[src/rtl/kvs_pkg.sv]
// -----------------------------------------------------------------------------
// kvs_pkg
// Shared types, codes and helpers for the keyed variable store.
// -----------------------------------------------------------------------------
package kvs_pkg;

  localparam int unsigned DEFAULT_TABLE_DEPTH = 256;
  localparam logic [7:0]  QUALITY_ABSENT      = 8'hFF;

  // Item commands.
  localparam logic [2:0] CMD_CLEAR   = 3'd0;
  localparam logic [2:0] CMD_ADD     = 3'd1;
  localparam logic [2:0] CMD_WRITE   = 3'd2;
  localparam logic [2:0] CMD_READ_V  = 3'd3;
  localparam logic [2:0] CMD_READ_Q  = 3'd4;

  // Result status codes.
  localparam logic [2:0] STS_OK         = 3'd0;
  localparam logic [2:0] STS_NOT_FOUND  = 3'd1;
  localparam logic [2:0] STS_BAD_FORMAT = 3'd2;
  localparam logic [2:0] STS_FULL       = 3'd3;
  localparam logic [2:0] STS_DUPLICATE  = 3'd4;

  // Format codes.
  localparam logic [3:0] FMT_BOOL = 4'd0;
  localparam logic [3:0] FMT_CHAR = 4'd1;
  localparam logic [3:0] FMT_U16  = 4'd2;
  localparam logic [3:0] FMT_S16  = 4'd3;
  localparam logic [3:0] FMT_U32  = 4'd4;
  localparam logic [3:0] FMT_S32  = 4'd5;
  localparam logic [3:0] FMT_F32  = 4'd6;
  localparam logic [3:0] FMT_S64  = 4'd7;
  localparam logic [3:0] FMT_F64  = 4'd8;

  typedef enum logic [1:0] {
    ST_IDLE,
    ST_LOAD,
    ST_SHIFT,
    ST_APPLY
  } kvs_state_t;

  // One table entry held by a cell.
  typedef struct packed {
    logic        valid;
    logic [14:0] id;
    logic [3:0]  fmt;
    logic [63:0] value;
    logic [7:0]  quality;
  } entry_t;

  // Search result travelling down the chain towards cell zero.
  typedef struct packed {
    logic        found;
    logic [63:0] value;
    logic [7:0]  quality;
  } hit_t;

  // Control broadcast from the sequencer to every cell.
  typedef struct packed {
    logic        load;
    logic        shift;
    logic        insert;
    logic        write;
    logic        clear;
    logic [14:0] key;
    logic [3:0]  fmt;
    logic [63:0] value;
    logic [7:0]  quality;
  } cell_ctl_t;

  // Byte mask that a format keeps; zero for an unknown format.
  function automatic logic [63:0] fmt_mask(input logic [3:0] fmt);
    logic [63:0] m;
    case (fmt)
      FMT_BOOL, FMT_CHAR:          m = 64'h0000_0000_0000_00FF;
      FMT_U16, FMT_S16:            m = 64'h0000_0000_0000_FFFF;
      FMT_U32, FMT_S32, FMT_F32:   m = 64'h0000_0000_FFFF_FFFF;
      FMT_S64, FMT_F64:            m = 64'hFFFF_FFFF_FFFF_FFFF;
      default:                     m = 64'h0;
    endcase
    return m;
  endfunction

  function automatic logic fmt_ok(input logic [3:0] fmt);
    return fmt <= FMT_F64;
  endfunction

endpackage

[src/rtl/kvs_cell.sv]
// -----------------------------------------------------------------------------
// kvs_cell
// One table slot: holds an entry, compares it with the key, shifts on insert
// and passes search hits towards cell zero.
// -----------------------------------------------------------------------------
module kvs_cell (
  input  logic               clk,
  input  logic               rst,
  input  kvs_pkg::cell_ctl_t ctl,
  input  kvs_pkg::entry_t    prev_entry,
  input  logic               prev_le,
  input  kvs_pkg::hit_t      hit_in,
  output kvs_pkg::entry_t    entry,
  output logic               le,
  output kvs_pkg::hit_t      hit
);
  import kvs_pkg::*;

  logic match;

  // Local compares against the broadcast key.
  assign le    = entry.valid && (entry.id < ctl.key);
  assign match = entry.valid && (entry.id == ctl.key);

  // Entry storage: clear, sorted insert or value write.
  always_ff @(posedge clk) begin
    if (rst || ctl.clear) begin
      entry.valid <= 1'b0;
    end else if (ctl.insert) begin
      if (prev_entry.valid && !prev_le) begin
        entry <= prev_entry;
      end else if (!le && prev_le) begin
        entry.valid   <= 1'b1;
        entry.id      <= ctl.key;
        entry.fmt     <= ctl.fmt;
        entry.value   <= '0;
        entry.quality <= '0;
      end
    end else if (ctl.write && match) begin
      entry.value   <= ctl.value & fmt_mask(entry.fmt);
      entry.quality <= ctl.quality;
    end
  end

  // Hit chain: load the local result, then merge with the right-hand neighbour.
  always_ff @(posedge clk) begin
    if (ctl.load) begin
      hit.found   <= match;
      hit.value   <= match ? entry.value : '0;
      hit.quality <= match ? entry.quality : '0;
    end else if (ctl.shift) begin
      hit <= hit | hit_in;
    end
  end

endmodule

[config.mk]
export PLATFORM = sky130hd
export DESIGN_NAME = kvs_cell
export DESIGN_NICKNAME = d
export VERILOG_FILES = /design/src/rtl/kvs_pkg.sv /design/src/rtl/kvs_cell.sv
export SDC_FILE = /design/constraint.sdc
export NUM_CORES = 1
export LEC_CHECK = 0
export BUFFER_PORTS_ARGS = -buffer_cell sky130_fd_sc_hd__buf_4
export CORE_AREA = 4 4 166 168
export CTS_CLUSTER_DIAMETER = 100
export DETAILED_ROUTE_END_ITERATION = 10
export DIE_AREA = 0 0 170 172
export GPL_ROUTABILITY_DRIVEN = 0
export GPL_TIMING_DRIVEN = 0
export SYNTH_ARGS = -nofsm -noshare
export SYNTH_HDL_FRONTEND = slang
export SYNTH_SLANG_ARGS = --single-unit
[constraint.sdc]
create_clock -name clk -period 5.1 [get_ports clk]
set_input_delay 1.02 -clock clk [delete_from_list [all_inputs] [get_ports clk]]
set_output_delay 1.02 -clock clk [all_outputs]
set_load 0.05 [all_outputs]
After elaboration in Yosys (flattened, before gate mapping)
Memories as Yosys holds them, arrays and structs flattened. A register that Yosys moved wholly into a read port is not among the register bits.
Index checks and enable logic that the tools add are counted.
{ "word_totals": {"reg_bits": 165, "rom_bits": 1024, "input_bits": 264, "output_inout_bits": 166, "wordCells": 41, "n_memories": 1} }
{ "memory_table": {"columns": ["name", "words", "width", "rd", "rd_clocked_by_memory_dff", "wr", "line", "source"], "rows": [
  ["(name not given)", 16, 64, 1, 1, 0, "kvs_pkg.sv:74", "case (fmt)"]
]} }
{ "op_classes": {"n_lt_le_gt_ge": 1, "eq_ne": 2, "mux": 12, "bitwise": 3, "n_reduce_logical": 14} }
{ "op_table": {"columns": ["op", "n"], "rows": [
  ["$mux 64", 4],
  ["$mux 92", 2],
  ["$mux 73", 2],
  ["$mux 72", 2],
  ["$or 73x73->73", 1],
  ["$and 64x64->64", 1],
  ["$eq 15x15->1", 1],
  ["$lt 15x15->1", 1],
  ["$mux 8", 1],
  ["$reduce_and 3->1", 2],
  ["$reduce_bool 2->1", 3],
  ["$logic_and 1x1->1", 5],
  ["$mux 4", 1],
  ["$ne 3x1->1 const B", 1],
  ["$logic_not 1->1", 2],
  ["$reduce_and 2->1", 1],
  ["$logic_or 1x1->1", 1],
  ["$not 1->1", 1]
]} }

Longest topological paths before layout
{ "logic_depth": {"word_depth": 9, "mapped_depth": 9, "mapped_depth_nobuf": 7} }

Worst setup path after synthesis
OpenSTA, ideal clock, no wires.
{ "synth_path": {"kind": "in2reg", "start": "in ctl[90] (netlist name)", "end": "reg entry[0] (netlist name), enable pin", "setup_time_ns": 0.434, "arrival_ns": 4.288, "setup_slack_ns": 0.378, "stages": 7, "cell_sequence": "inv_1 > ha_1 > nand4_1 > nor2_1 > o21ai_0 > a41oi_2 > a41o_1"} }
{ "synth_via": {"elab_chain_len": 6, "elab_cells_between_ends": 10, "cone_classes": "order compare: 1; eq/ne: 2; reduce/logical: 7"} }
{ "synth_rtl": {"columns": ["item", "line", "source"], "rows": [
  ["from (decl)", "kvs_cell.sv:9", "input kvs_pkg::cell_ctl_t ctl,"],
  ["$lt 15x15->1", "kvs_cell.sv:22", "assign le = entry.valid && (entry.id < ctl.key);"],
  ["$logic_and 1x1->1", "kvs_cell.sv:22", null],
  ["$logic_not 1->1", "kvs_cell.sv:32", "end else if (!le && prev_le) begin"],
  ["$logic_and 1x1->1", "kvs_cell.sv:32", null],
  ["$ne 3x1->1 (no line)", null, null],
  ["$reduce_and 3->1 (no line) (*)", null, null],
  ["to (signal assigned)", "kvs_cell.sv:31", "entry <= prev_entry;"],
  ["to (decl)", "kvs_cell.sv:13", "output kvs_pkg::entry_t entry,"]
]} }
Every way passes the cells marked *; elsewhere a longest branch is shown, timed or not.
A chain may end at the register's enable or synchronous reset.

Final worst setup path
{ "layout_path": {"start": "in ctl[82] (netlist name)", "end": "out le"} }
{ "layout_via": {"elab_chain_len": 2} }
{ "layout_rtl": {"columns": ["item", "line", "source"], "rows": [
  ["$lt 15x15->1", "kvs_cell.sv:22", null],
  ["$logic_and 1x1->1", "kvs_cell.sv:22", null],
  ["to (decl)", "kvs_cell.sv:14", "output logic le,"]
]} }
Every way passes these cells.

==> results.md <==
- H-Tree Depth: 4
- Slew HR: 0.4977
- Crit. End Element: primary output
- Worst setup path start: ctl[82]
- I/O Buffers: 428
- HPWL after DPL: 23.36 mm
- Fin. max-slew vios: 0
- Die span in x: 170 µm
- Post-CTS resize count: 0
- Post-synth cell types: 41
- Cell count after placement: 1409
- Clock root cell: clkbuf_16
- GR Layer Usage met3: 0.04435
- ANT nets after route: 0
- Post-synth ARST share: 0
- Unrepaired setup endpoints after global routing: no
- Status: finished clean
- Drt first pass iters: 5
- Final worst path period need: 3.589 ns
- GRT Resource Usage Total: 0.1847
- Mapped cell area: 7640 µm²
- Yosys warns: 0
- CTS tree: built
- Die Ht: 172 µm
- Crit-path cells: buf_4, inv_1, ha_1, a21oi_1, o21ai_0, o21ai_0, and3_1, buf_4
- GRT overflow: 0
- Largest area contributor in the netlist: edfxtp_1
- GR Util met2: 0.3235
- RR Startpoint: entry[82]
- Setup Viol. Count Final: 0
- Clk pin slew, worst setup/hold paths: 0.08 ns
- Synth top area cells: edfxtp_1 (64%), a22o_1 (7.3%), nand2_1 (4.4%)
- WS Path Type: input port to primary output
- Vias in the first global route: 6770
- Worst-Skew Late Latency: 0.42 ns
- Period utilisation layout: 0.7038
- Top-area cell type share of the netlist area: 0.6446
- Crit-path leading delay family: compound AO/OA/AOI/OAI gates
- Seq cells post-synth: 169
- Number of I/O pins: 430
- Hold Startpoint: entry[54]
- Avg WL per Cell: 20.26 µm
- Sequential area share after synthesis: 0.6577
- # rows: 59
- Placeable Area: 25910 µm²
- Die area: 29240 µm²
- CP Buf/Inv Count: 3
- Max Cap Viol: 0
- Final Hold Viols: 0
- Commonest non-fill, non-tap cell in the layout: buf_4
- Layout cells sized above 1: 0.4403
- Antenna cells: 0
- Slowest CP cell: o21ai_0
- Syn Nets: 922
- Clock Skews: 0.01315 ns
- Placed instance area: 11370 µm²
- Total Wirelength: 29.19 mm
- PD cells: 308.3 nW/µm²
- Busiest layer in global routing: met2
- DRC Markers: 0
- Min-delay worst type: register to register
- Crit path DAT: 2.57 ns
- P&R area growth vs syn: 56.52%
- Post-CTS Setup Repair Bufs: 0
- Avg Inst Size Synth: 11.88 µm²
- Synth Flop Type: edfxtp_1
- Worst path max stage delay: 0.40 ns
- Crit path max fanout: 3
- Vias after detailed routing: 6790
- Worst-Margin Slew: 0.7534 ns
- Cell count after synthesis: 643
- Final std cells w/o fill: 1441
- Vias per cell: 4.712
- Final nets: 1372
- DRT iter0 DRCs: 446
- Leak: 5.094 nW
- Max IR drop VDD: 0.0001923 V
- First-pass GRT wire length: 40.68 mm
- Critical path required time: 4.08 ns
- Antenna violations before repair: 1
- Cts hold-fix bufs: 0
- Initial Util: 0.2948
- Final Util: 0.4615
- EDFF count, synth: 164
- Clk buf depth: 2
- Total CTS buffers: 17
- Final instance area: 11960 µm²
- GR Util met1: 0.2304
- CP Launch Type: input port
- Most frequent cells in the layout: buf_4 (436), edfxtp_1 (164), nand2_1 (90)
- Clk sink count: 169
- Largest net degree at the start of global routing: 60
- Fmax achieved: 0.2786 GHz
## cell type report
class | count | area, µm²
inverter | 28 | 105.1
tap | 335 | 419.2
multi-input combinational | 408 | 2350
sequential | 169 | 5025
buffer | 38 | 185.2
fill | 2477 | 13950
timing repair buffer | 431 | 3288
clock inverter | 15 | 160.2
clock buffer | 17 | 425.4
## cells in the mapped netlist (2+ instances only)
cell      number
a21oi_1        8
a22o_1        64
a31oi_1        2
and2_1         2
buf_1          2
buf_2         10
buf_4          8
clkbuf_1      18
dfxtp_1        5
edfxtp_1     164
ha_1          15
inv_1         28
mux2_2         2
mux2i_1        7
nand2_1       90
nand2b_1       3
nand3_1        8
nand4_1        4
nor2_1        80
nor2b_1        6
o21ai_0       65
o21ai_1       33
## path summary, 6_finish.rpt
kind | slack [ns] | endpoint | cells after the start
worst max register to register | 2.04 | entry[57] | 8
worst min register to register | 0.55 | hit[54] | 2
worst max-delay path | 1.51 | le | 8
worst min-delay path | 0.55 | hit[54] | 2
## metal layers
| metal | wire length, µm | vias to the layer above |
|---|---|---|
| met5 | 0 | - |
| met4 | 493 | 0 |
| met3 | 2099 | 25 |
| met2 | 14790 | 256 |
| met1 | 11800 | 3250 |
| li1 | - | 3259 |
## worst register-to-register path, delay by kind of cell (launching register included)
family / cells / cell delay, ns
flip-flops: 1 / 0.40
adder cells (fa/ha/maj): 1 / 0.34
AND/OR/NAND/NOR: 1 / 0.15
buffers and inverters: 2 / 0.52
AO/OA/AOI/OAI: 4 / 1.26
## flip-flops by register name (all words and copies together), names as in the netlist, named ones only
signal and cells:
entry 92, hit 73
## power breakdown
part	switching (W)	leakage, nW	internal (W)	total, W
logic	0.000450	3.18	0.000285	0.000735
registers	0.0000427	1.63	0.00162	0.00166
clock network	0.000636	0.282	0.000657	0.00129
## per-stage QoR
step / hold slack [ns] / setup TNS [ns] / setup slack (ns) / total power [W]
6_report: 0.5533 / 0 / 1.511 / 0.003686
5_1_grt: 0.5855 / 0 / 1.363 / 0.003815
4_1_cts: 0.5535 / 0 / 1.486 / 0.003721
3_5_place_dp: 0.5400 / 0 / 1.287 / 0.002431
3_3_place_gp: 0.5334 / -90.32 / -1.266 / 0.002419
2_1_floorplan: 0.7453 / 0 / 0.3781 / 0.002076
## logic make-up after synthesis
family | Yosys count | share of synthesized area
AOI/OAI and AO/OA | 181 | 0.1559
adders and majority gates | 15 | 0.02457
buffers and inverters | 66 | 0.03800
DFF | 169 | 0.6577
muxes | 10 | 0.01359
and+or+nand+nor | 202 | 0.1102
Note: power is estimated with default switching activity, not from simulation.
